## src/hw/rtl/tpom_pkg.sv

```systemverilog
// Shared constants, coefficient tables and control structs of the true-peak meter.
// No dependencies.
package tpom_pkg;

    localparam int TAPS             = 48;
    localparam int TAP_W            = $clog2(TAPS);
    localparam int MAX_CHANNELS_DEF = 5;
    localparam int SAMPLE_BITS_DEF  = 24;
    localparam int CH_W             = 3;
    localparam int PEAK_W           = 25;
    localparam int COEF_W           = 24;
    localparam int ACC_W            = 64;
    localparam int FRAC_SHIFT       = 23;
    localparam int OUT_TDATA_W      = ((2 * PEAK_W + 7) / 8) * 8;
    localparam logic [PEAK_W-1:0] PEAK_MAX = {PEAK_W{1'b1}};

    // configuration port
    localparam int CFG_W      = 3;
    localparam int CFG_ADDR_W = 1;
    localparam logic [CFG_ADDR_W-1:0] REG_OVERSAMPLE_MODE = 1'd0;
    localparam logic [CFG_ADDR_W-1:0] REG_CHANNEL_COUNT   = 1'd1;
    localparam logic [CH_W-1:0]       CHANNEL_COUNT_RST   = 3'd2;

    // item commands and modes
    localparam logic CMD_PROCESS = 1'b0;
    localparam logic CMD_CLEAR   = 1'b1;
    localparam logic MODE_4X     = 1'b0;
    localparam logic MODE_2X     = 1'b1;

    // coefficient scaling: round half away from zero at 2^23
    localparam longint FS = 64'sd8388608;
    localparam longint D1 = 64'sd10000000;
    localparam longint D2 = 64'sd100000000;
    localparam longint D3 = 64'sd1000000000;
    localparam longint D4 = 64'sd10000000000;
    localparam longint D5 = 64'sd100000000000;
    localparam longint D6 = 64'sd1000000000000;
    localparam longint H1 = D1 / 2;
    localparam longint H2 = D2 / 2;
    localparam longint H3 = D3 / 2;
    localparam longint H4 = D4 / 2;
    localparam longint H5 = D5 / 2;
    localparam longint H6 = D6 / 2;

    // quarter-point phase; three-quarter phase is this reversed
    localparam logic signed [COEF_W-1:0] QUARTER_COEF [TAPS] = '{
        COEF_W'((-64'sd2330790 * FS - H5) / D5),
        COEF_W'(( 64'sd1321291 * FS + H4) / D4),
        COEF_W'((-64'sd3394408 * FS - H4) / D4),
        COEF_W'(( 64'sd6562235 * FS + H4) / D4),
        COEF_W'((-64'sd1094138 * FS - H3) / D3),
        COEF_W'(( 64'sd1665807 * FS + H3) / D3),
        COEF_W'((-64'sd2385230 * FS - H3) / D3),
        COEF_W'(( 64'sd3268371 * FS + H3) / D3),
        COEF_W'((-64'sd4334012 * FS - H3) / D3),
        COEF_W'(( 64'sd5604985 * FS + H3) / D3),
        COEF_W'((-64'sd7109989 * FS - H3) / D3),
        COEF_W'(( 64'sd8886314 * FS + H3) / D3),
        COEF_W'((-64'sd1098403 * FS - H2) / D2),
        COEF_W'(( 64'sd1347264 * FS + H2) / D2),
        COEF_W'((-64'sd1645206 * FS - H2) / D2),
        COEF_W'(( 64'sd2007155 * FS + H2) / D2),
        COEF_W'((-64'sd2456432 * FS - H2) / D2),
        COEF_W'(( 64'sd3031531 * FS + H2) / D2),
        COEF_W'((-64'sd3800644 * FS - H2) / D2),
        COEF_W'(( 64'sd4896667 * FS + H2) / D2),
        COEF_W'((-64'sd6616853 * FS - H2) / D2),
        COEF_W'(( 64'sd9788141 * FS + H2) / D2),
        COEF_W'((-64'sd1788607 * FS - H1) / D1),
        COEF_W'(( 64'sd9000753 * FS + H1) / D1),
        COEF_W'(( 64'sd2993829 * FS + H1) / D1),
        COEF_W'((-64'sd1269367 * FS - H1) / D1),
        COEF_W'(( 64'sd7922398 * FS + H2) / D2),
        COEF_W'((-64'sd5647748 * FS - H2) / D2),
        COEF_W'(( 64'sd4295093 * FS + H2) / D2),
        COEF_W'((-64'sd3385706 * FS - H2) / D2),
        COEF_W'(( 64'sd2724946 * FS + H2) / D2),
        COEF_W'((-64'sd2218943 * FS - H2) / D2),
        COEF_W'(( 64'sd1816976 * FS + H2) / D2),
        COEF_W'((-64'sd1489313 * FS - H2) / D2),
        COEF_W'(( 64'sd1217411 * FS + H2) / D2),
        COEF_W'((-64'sd9891211 * FS - H3) / D3),
        COEF_W'(( 64'sd7961470 * FS + H3) / D3),
        COEF_W'((-64'sd6326144 * FS - H3) / D3),
        COEF_W'(( 64'sd4942202 * FS + H3) / D3),
        COEF_W'((-64'sd3777065 * FS - H3) / D3),
        COEF_W'(( 64'sd2805240 * FS + H3) / D3),
        COEF_W'((-64'sd2006106 * FS - H3) / D3),
        COEF_W'(( 64'sd1362416 * FS + H3) / D3),
        COEF_W'((-64'sd8592768 * FS - H4) / D4),
        COEF_W'(( 64'sd4834383 * FS + H4) / D4),
        COEF_W'((-64'sd2228007 * FS - H4) / D4),
        COEF_W'(( 64'sd6607267 * FS + H5) / D5),
        COEF_W'((-64'sd2537056 * FS - H6) / D6)
    };

    // half-point phase, first half; second half mirrors it
    localparam logic signed [COEF_W-1:0] HALF_COEF [TAPS/2] = '{
        COEF_W'((-64'sd1450055 * FS - H5) / D5),
        COEF_W'(( 64'sd1359163 * FS + H4) / D4),
        COEF_W'((-64'sd3928527 * FS - H4) / D4),
        COEF_W'(( 64'sd8006445 * FS + H4) / D4),
        COEF_W'((-64'sd1375510 * FS - H3) / D3),
        COEF_W'(( 64'sd2134915 * FS + H3) / D3),
        COEF_W'((-64'sd3098103 * FS - H3) / D3),
        COEF_W'(( 64'sd4286860 * FS + H3) / D3),
        COEF_W'((-64'sd5726614 * FS - H3) / D3),
        COEF_W'(( 64'sd7448018 * FS + H3) / D3),
        COEF_W'((-64'sd9489286 * FS - H3) / D3),
        COEF_W'(( 64'sd1189966 * FS + H2) / D2),
        COEF_W'((-64'sd1474471 * FS - H2) / D2),
        COEF_W'(( 64'sd1811472 * FS + H2) / D2),
        COEF_W'((-64'sd2213828 * FS - H2) / D2),
        COEF_W'(( 64'sd2700557 * FS + H2) / D2),
        COEF_W'((-64'sd3301023 * FS - H2) / D2),
        COEF_W'(( 64'sd4062971 * FS + H2) / D2),
        COEF_W'((-64'sd5069345 * FS - H2) / D2),
        COEF_W'(( 64'sd6477499 * FS + H2) / D2),
        COEF_W'((-64'sd8625619 * FS - H2) / D2),
        COEF_W'(( 64'sd1239454 * FS + H1) / D1),
        COEF_W'((-64'sd2101678 * FS - H1) / D1),
        COEF_W'(( 64'sd6359382 * FS + H1) / D1)
    };

    function automatic logic signed [COEF_W-1:0] coef_quarter(input logic [TAP_W-1:0] tap);
        return QUARTER_COEF[tap];
    endfunction

    function automatic logic signed [COEF_W-1:0] coef_three(input logic [TAP_W-1:0] tap);
        logic [TAP_W-1:0] idx;
        idx = TAP_W'(TAPS - 1) - tap;
        return QUARTER_COEF[idx];
    endfunction

    function automatic logic signed [COEF_W-1:0] coef_half(input logic [TAP_W-1:0] tap);
        logic [TAP_W-1:0] idx;
        idx = (tap < TAP_W'(TAPS / 2)) ? tap : TAP_W'(TAPS - 1) - tap;
        return HALF_COEF[idx[TAP_W-2:0]];
    endfunction

    // controller to datapath
    typedef struct packed {
        logic             accept_item;
        logic             accept_clear;
        logic             accept_bad;
        logic             issue;
        logic [TAP_W-1:0] tap;
        logic             mag_en;
        logic             peak_en;
        logic             out_load;
    } tpom_cmd_t;

    // datapath to controller
    typedef struct packed {
        logic bad;
        logic out_free;
    } tpom_status_t;

endpackage

```

## src/hw/rtl/tpom_ctrl.sv

```systemverilog
// Sequencer of the true-peak meter: accept, tap sweep, drain, magnitude, peak, output.
// Depends on tpom_pkg.
module tpom_ctrl (
    input  logic                clk,
    input  logic                rst_n,
    input  logic                in_valid,
    input  logic                in_cmd,
    output logic                in_ready,
    input  tpom_pkg::tpom_status_t status,
    output tpom_pkg::tpom_cmd_t    cmd
);

    localparam logic [2:0] ST_IDLE  = 3'd0;
    localparam logic [2:0] ST_RUN   = 3'd1;
    localparam logic [2:0] ST_DRAIN = 3'd2;
    localparam logic [2:0] ST_MAG   = 3'd3;
    localparam logic [2:0] ST_PEAK  = 3'd4;
    localparam logic [2:0] ST_OUT   = 3'd5;

    localparam logic [tpom_pkg::TAP_W-1:0] LAST_TAP  = tpom_pkg::TAP_W'(tpom_pkg::TAPS - 1);
    localparam logic [tpom_pkg::TAP_W-1:0] LAST_DRAIN = tpom_pkg::TAP_W'(1);

    logic [2:0]                  state_reg, state_next;
    logic [tpom_pkg::TAP_W-1:0]  cnt_reg, cnt_next;
    logic                        accept;

    assign in_ready = (state_reg == ST_IDLE);
    assign accept   = in_valid && in_ready;

    // next state and commands
    always_comb
    begin
        state_next       = state_reg;
        cnt_next         = cnt_reg;
        cmd              = '0;
        cmd.tap          = cnt_reg;
        unique case (state_reg)
            ST_IDLE:
            begin
                if (accept)
                begin
                    cnt_next = '0;
                    if (in_cmd == tpom_pkg::CMD_CLEAR)
                    begin
                        cmd.accept_clear = 1'b1;
                        state_next       = ST_OUT;
                    end
                    else if (status.bad)
                    begin
                        cmd.accept_bad = 1'b1;
                        state_next     = ST_OUT;
                    end
                    else
                    begin
                        cmd.accept_item = 1'b1;
                        state_next      = ST_RUN;
                    end
                end
            end
            ST_RUN:
            begin
                cmd.issue = 1'b1;
                if (cnt_reg == LAST_TAP)
                begin
                    cnt_next   = '0;
                    state_next = ST_DRAIN;
                end
                else
                begin
                    cnt_next = cnt_reg + 1'b1;
                end
            end
            ST_DRAIN:
            begin
                if (cnt_reg == LAST_DRAIN)
                begin
                    state_next = ST_MAG;
                end
                else
                begin
                    cnt_next = cnt_reg + 1'b1;
                end
            end
            ST_MAG:
            begin
                cmd.mag_en = 1'b1;
                state_next = ST_PEAK;
            end
            ST_PEAK:
            begin
                cmd.peak_en = 1'b1;
                state_next  = ST_OUT;
            end
            ST_OUT:
            begin
                if (status.out_free)
                begin
                    cmd.out_load = 1'b1;
                    state_next   = ST_IDLE;
                end
            end
            default:
            begin
                state_next = ST_IDLE;
            end
        endcase
    end

    always_ff @(posedge clk or negedge rst_n)
    begin
        if (!rst_n)
        begin
            state_reg <= ST_IDLE;
            cnt_reg   <= '0;
        end
        else
        begin
            state_reg <= state_next;
            cnt_reg   <= cnt_next;
        end
    end

endmodule

```

## config.mk

```make
export PLATFORM = sky130hd
export DESIGN_NAME = tpom_ctrl
export DESIGN_NICKNAME = d
export VERILOG_FILES = /design/src/hw/rtl/tpom_pkg.sv /design/src/hw/rtl/tpom_ctrl.sv
export SDC_FILE = /design/constraint.sdc
export NUM_CORES = 1
export LEC_CHECK = 0
export ABC_CLOCK_PERIOD_IN_PS = 2000
export BUFFER_PORTS_ARGS = -buffer_cell sky130_fd_sc_hd__buf_2
export CORE_UTILIZATION = 45
export DETAILED_ROUTE_END_ITERATION = 12
export PLACE_DENSITY = 0.83
export SLEW_MARGIN = 0
export SYNTH_ARGS = -nofsm -noshare
export SYNTH_HDL_FRONTEND = slang
export SYNTH_SLANG_ARGS = --single-unit
```

## constraint.sdc

```tcl
create_clock -name clk -period 2 [get_ports clk]
set_clock_uncertainty 0.15 [all_clocks]
set_input_delay 0.1 -clock clk [delete_from_list [all_inputs] [get_ports clk]]
set_output_delay 0.1 -clock clk [all_outputs]
set_load 0.1 [all_outputs]
```

==> results.py, run 1 <==
metrics = {
    "route": {
        "first_iter_violations": 29,
        "vias": 731,
        "dr_wl_met2_um": 1010,
        "drc": 0,
        "post_drt_via_cell_ratio": 6.30,
        "top_layer": "met4",
        "wl_met3_um": 141,
        "post_drt_wl_per_cell_um": 17.5,
        "routed_wl_um": 2030,
        "m1WireLength_um": 783,
        "final_antenna_net_count": 0,
        "dr.pass1.iters": 4,
    },
    "die": {
        "rows": 13,
        "core_area_sq_um": 1320,
        "pin_count": 20,
        "die_w_um": 39.7,
        "start_util_pct": 48.6,
        "die_h_um": 39.7,
        "die_area_sq_um": 1580,
    },
    "grt": {
        "grt_first_pass_wirelength_um": 2970,
        "grt_pass1_vias": 643,
        "antenna_found_initial": 0,
        "gr-total-overflow": 0,
        "grt_use_total_pct": 29.5,
        "grt_max_degree": 11,
    },
    "worst_setup_path": {
        "worst_setup_path_end_kind": "flip-flop",
        "criticalPathCategory": "flip-flop to flip-flop",
        "crit_path_start_kind": "flip-flop",
        "reg2reg_from": "cnt_reg[0]$_DFFE_PN0P_",
        "r2r_setup_slack_ps": 30,
        "required_ps": 2040,
        "cp_data_arrival_time_ps": 2010,
        "path_cells": "ha_4 -> and3b_1 -> a211o_4 -> or3_1 -> a21oi_2",
        "reg2reg_depth": 5,
        "timing.rr.end": "cnt_reg[4]$_DFFE_PN0P_",
        "cp_max_fo": 8,
        "cpMaxStageDelayCell": "dfrtp_4",
        "cpPeakStageDelay_ps": 510,
    },
    "placement": {
        "routabilityCongestion": 0.792,
        "io_buffers": 19,
        "dp.final_hpwl_um": 1380,
        "place_ws_ps": 18.4,
    },
    "yosys": {
        "syn-cell-area_sq_um": 641,
        "synthArstFlopShare_pct": 100,
        "syn-mean-instance-area_sq_um": 8.54,
        "netlist_instances": 75,
        "syn_nets": 83,
        "synth-edff-count": 0,
        "synth_ff_type": "dfrtp_1",
        "ys_types": 33,
        "yosysSeqAreaShare_pct": 35.2,
        "ys_seq_elements": 9,
        "ys_warn_count": 0,
    },
    "timing": {
        "max_slew.worst_pin.slew_ps": 508,
        "setup_viol": 0,
        "min_period_ps": 1970,
        "setup_tns_ps": 0,
        "setup_ws_ps": 27.3,
        "period_share_pct": 98.6,
        "hold_ws_ps": 26.9,
        "relSlewSlack_pct": 66.4,
        "hold_viol_final": 0,
        "clock.fmax_mhz": 507,
        "drv_slew": 0,
    },
    "cells_and_area": {
        "nets": 110,
        "antenna_cells": 0,
        "largest_reg_flops": 6,
        "area_delta_synth_final_pct": 56.4,
        "fin_util_pct": 76.1,
        "drive_gt1_share_pct": 53.5,
    },
    "flow_run": {
        "cap_violations": 0,
    },
    "cts": {
        "cts_tree": "built",
        "clk_latency_ps": 260,
        "cts_root_buf": "clkbuf_4",
        "h-tree-depth": 1,
        "clockBufferDepth": 2,
        "clkSinkCount": 9,
        "clk_pin_slew_ps": 60,
        "cts_buffers": 3,
    },
    "worst_hold_path": {
        "hold_class": "primary input to flip-flop",
        "hold_depth": 4,
        "hold_start": "status[0]",
        "min_to": "state_reg[0]$_DFFE_PN0P_",
    },
    "status": {
        "run_status": "complete, no violations",
    },
}
cells by family (layout without fill, tap and decap cells):
logic type / after synthesis / count (layout) / synth area share, %
AO/OA/AOI/OAI: 22 / 22 / 22.7
adder cells (fa/ha/maj): 2 / 2 / 3.91
buffers and inverters: 8 / 34 / 5.47
flip-flops: 9 / 9 / 35.2
AND/OR/NAND/NOR: 34 / 34 / 32.8
how the worst max path moves through the flow:
stage | startpoint | end | slack [ps] | cells after the start
after global routing | cnt_reg[0]$_DFFE_PN0P_ | cnt_reg[5]$_DFFE_PN0P_ | -4 | 6
final | cnt_reg[0]$_DFFE_PN0P_ | cnt_reg[4]$_DFFE_PN0P_ | 30 | 5
after detailed placement | cnt_reg[0]$_DFFE_PN0P_ | cnt_reg[5]$_DFFE_PN0P_ | 20 | 5
after CTS | state_reg[2]$_DFFE_PN0P_ | cmd[2] | 20 | 4
after global placement | cnt_reg[0]$_DFFE_PN0P_ | cnt_reg[5]$_DFFE_PN0P_ | 60 | 5
after floorplan | state_reg[2]$_DFFE_PN0P_ | cmd[10] | -700 | 4
layout by cell type (no fill, tap or decap), types with 2 or more instances in the layout:
cell,instances
clkbuf_4,4
buf_2,13
and2_1,2
nand3_1,2
buf_12,5
dfrtp_4,3
buf_4,6
a21oi_1,4
nand2_1,5
nor3_1,2
a21o_1,2
and3_1,2
inv_1,3
o31ai_1,3
or3_1,2
nor3_4,4
nor2_1,2
a21oi_2,3
dfrtp_2,5
ha_4,2
o21ai_0,4
metal layers:
layer  global-route usage (%)  vias up
met4                     14.7        0
li1                         -      328
met2                     46.3       48
met1                     35.7      341
met5                        0        -
met3                     9.66       14
synthesized netlist by cell type, types with 2 or more instances:
cell     number  area [sq um]
dfrtp_1       9           225
a21oi_1       7          35.0
nand2_1       6          22.5
nor3_1        5          25.0
inv_1         4          15.0
o21ai_0       4          20.0
and2_1        3          18.8
buf_2         3          15.0
o31ai_1       3          22.5
or3_1         3          18.8
a21o_1        2          15.0
and3_1        2          12.5
ha_1          2          25.0
nand3_1       2          10.0
nor2_1        2          7.51
worst max-delay path, delay by kind of cell (launching register included):
kind	cells	cell delay (ps)
and+or+nand+nor	2	550
DFF	1	510
AOI/OAI and AO/OA	2	510
adders and majority gates	1	170
what timing repair did:
| action | 4_1_cts | 5_1_grt |
|---|---|---|
| endpoints found under the setup margin | 1 | 7 |
| endpoints found under the hold margin | 9 | 0 |
| pin swaps | 0 | 1 |
| hold buffers | 1 | 0 |
| buffers inserted | 1 | 2 |
| cloned | 0 | 0 |
| resized for setup | 0 | 7 |
through the flow:
step / area, sq um / cells
finish: 1000 / 116
global route: 1000 / 116
CTS: 966 / 114
detailed placement: 922 / 108
global placement: 922 / 108
floorplan: 743 / 75
area by class of cell:
| class | instances | area [sq um] |
|---|---|---|
| tap | 15 | 18.8 |
| timing repair buffer | 26 | 228 |
| inverter | 4 | 15.0 |
| fill | 93 | 315 |
| multi-input combinational | 58 | 472 |
| clock buffer | 4 | 26.3 |
| sequential | 9 | 243 |
Power of run 1 is left out: the tool's default activity adds up to more than one toggle a clock period on the data nets, which glitch-free logic cannot reach.
==> run 2, diff against run 1 <==
--- a/config.mk
+++ b/config.mk
@@ -7,9 +7,11 @@
 export LEC_CHECK = 0
 export ABC_CLOCK_PERIOD_IN_PS = 2000
 export BUFFER_PORTS_ARGS = -buffer_cell sky130_fd_sc_hd__buf_2
-export CORE_UTILIZATION = 45
+export CELL_PAD_IN_SITES_DETAIL_PLACEMENT = 1
+export CELL_PAD_IN_SITES_GLOBAL_PLACEMENT = 2
+export CORE_UTILIZATION = 27
 export DETAILED_ROUTE_END_ITERATION = 12
-export PLACE_DENSITY = 0.83
+export PLACE_DENSITY = 0.85
 export SLEW_MARGIN = 0
 export SYNTH_ARGS = -nofsm -noshare
 export SYNTH_HDL_FRONTEND = slang
==> run 2 against run 1 <==
Net effect: final cell count increased by 13%; setup slack better by 20 ps; worst hold slack better by 20 ps; first-iteration DRC count fell by 55%; critical path depth is the same; sequential share of layout area decreased by 0.59 points; via count down 4.7%; sequential cell count stayed put; design area grew 2.5%; critical path type unchanged; highest routed layer unchanged.
==> results.py, run 2 (synthesis gave the netlist of run 1 again) <==
metrics = {
    "status": {
        "run_status": "complete, no violations",
    },
    "route": {
        "post_drt_wl_per_cell_um": 14.6,
        "dr.pass1.iters": 4,
        "post_drt_via_cell_ratio": 5.32,
        "first_iter_violations": 13,
        "routed_wl_um": 1910,
        "vias": 697,
        "drc": 0,
        "final_antenna_net_count": 0,
    },
    "cells_and_area": {
        "fillers": 269,
        "multiInputGateArea_sq_um": 468,
        "largest_reg_flops": 6,
        "regArea_sq_um": 243,
        "nets": 112,
        "antenna_cells": 0,
        "mostFrequentLayoutCells": "buf_2 (14), buf_4 (8)",
        "area_delta_synth_final_pct": 60.4,
        "final_common_cell": "buf_2",
        "drive_gt1_share_pct": 53.4,
    },
    "worst_hold_path": {
        "hold_start": "status[0]",
        "hold_depth": 3,
        "hold_class": "primary input to flip-flop",
    },
    "worst_setup_path": {
        "crit_start": "cnt_reg[0]$_DFFE_PN0P_",
        "cp_max_fo": 9,
        "reg2reg_from": "cnt_reg[0]$_DFFE_PN0P_",
        "crit_path_start_kind": "flip-flop",
        "worst_setup_path_end_kind": "flip-flop",
        "reg2reg_depth": 5,
        "cp_data_arrival_time_ps": 2000,
        "criticalPathCategory": "flip-flop to flip-flop",
        "r2r_setup_slack_ps": 50,
        "required_ps": 2050,
    },
    "cts": {
        "cts_root_buf": "clkbuf_4",
        "clk_latency_ps": 270,
        "clockBufferDepth": 2,
        "clkSinkCount": 9,
        "cts_tree": "built",
        "clk_pin_slew_ps": 70,
        "cts_buffers": 3,
        "h-tree-depth": 1,
    },
    "placement": {
        "dp.final_hpwl_um": 1450,
        "io_buffers": 19,
        "routabilityCongestion": 0.743,
    },
    "grt": {
        "grt_use_total_pct": 15.8,
        "gr-total-overflow": 0,
        "antenna_found_initial": 0,
        "grt_first_pass_wirelength_um": 2990,
        "grt_pass1_vias": 643,
        "grt_max_degree": 11,
    },
    "timing": {
        "hold_viol_final": 0,
        "relSlewSlack_pct": 67.6,
        "max_slew.worst_pin.slew_ps": 490,
        "hold_ws_ps": 47.3,
        "setup_viol": 0,
        "rsz0062_at_grt": "yes",
        "clock.fmax_mhz": 512,
        "period_share_pct": 97.6,
        "min_period_ps": 1950,
        "drv_slew": 0,
    },
    "flow_run": {
        "cap_violations": 0,
    },
    "die": {
        "pin_count": 20,
        "die_w_um": 50.7,
        "rows": 17,
        "core_area_sq_um": 2230,
        "die_h_um": 50.7,
        "die_area_sq_um": 2570,
        "start_util_pct": 28.7,
    },
}
==> run 2: worst max-delay path, stage by stage (launching register included) <==
cell and delay (ps):
dfrtp_4 520, ha_4 180, and3b_1 160, a211o_4 360, or3_1 370, a21oi_2 140
==> run 2: cell type report <==
cell class / count / area share (%)
Multi-Input combinational cell: 58 / 45.6
Sequential cell: 9 / 23.6
Timing Repair Buffer: 28 / 23.4
Tap cell: 28 / 3.41
Clock buffer: 4 / 2.56
Inverter: 4 / 1.46
==> run 2: final timing paths <==
path                                                  to
worst min register to register    cnt_reg[1]$_DFFE_PN0P_
worst min-delay path            state_reg[2]$_DFFE_PN0P_
min in group asynchronous         cnt_reg[5]$_DFFE_PN0P_
max in group asynchronous         cnt_reg[0]$_DFFE_PN0P_
worst max register to register    cnt_reg[3]$_DFFE_PN0P_
worst max-delay path              cnt_reg[3]$_DFFE_PN0P_
==> run 2: metal layers <==
| metal | track usage (%) | vias up | part of all wire (%) |
|---|---|---|---|
| li1 | - | 331 | - |
| met1 | 20.3 | 346 | 46 |
| met2 | 26.4 | 18 | 49 |
| met3 | 2.73 | 2 | 3.5 |
| met4 | 5.56 | 0 | 1.3 |
| met5 | 0 | - | 0 |
==> run 2: per-stage QoR <==
step           setup WS (ps)  area (sq um)  util [%]  TNS [ps]  instances
6_report                47.4          1030      46.0         0        131
5_1_grt                -10.7          1030      46.0     -22.0        131
4_1_cts                 14.6           975      43.6         0        126
3_5_place_dp            28.4           938      42.0         0        121
3_3_place_gp            62.9           938      42.0         0        121
2_1_floorplan           -697           743         -     -1710         75
==> run 2: repair_timing <==
item / CTS / global route
endpoints found under the hold margin: 9 / 0
buffers inserted: 0 / 5
hold buffers: 1 / 0
setup endpoints to repair: 0 / 5
resized for setup: 0 / 5
Power of run 2 is left out for the same reason.
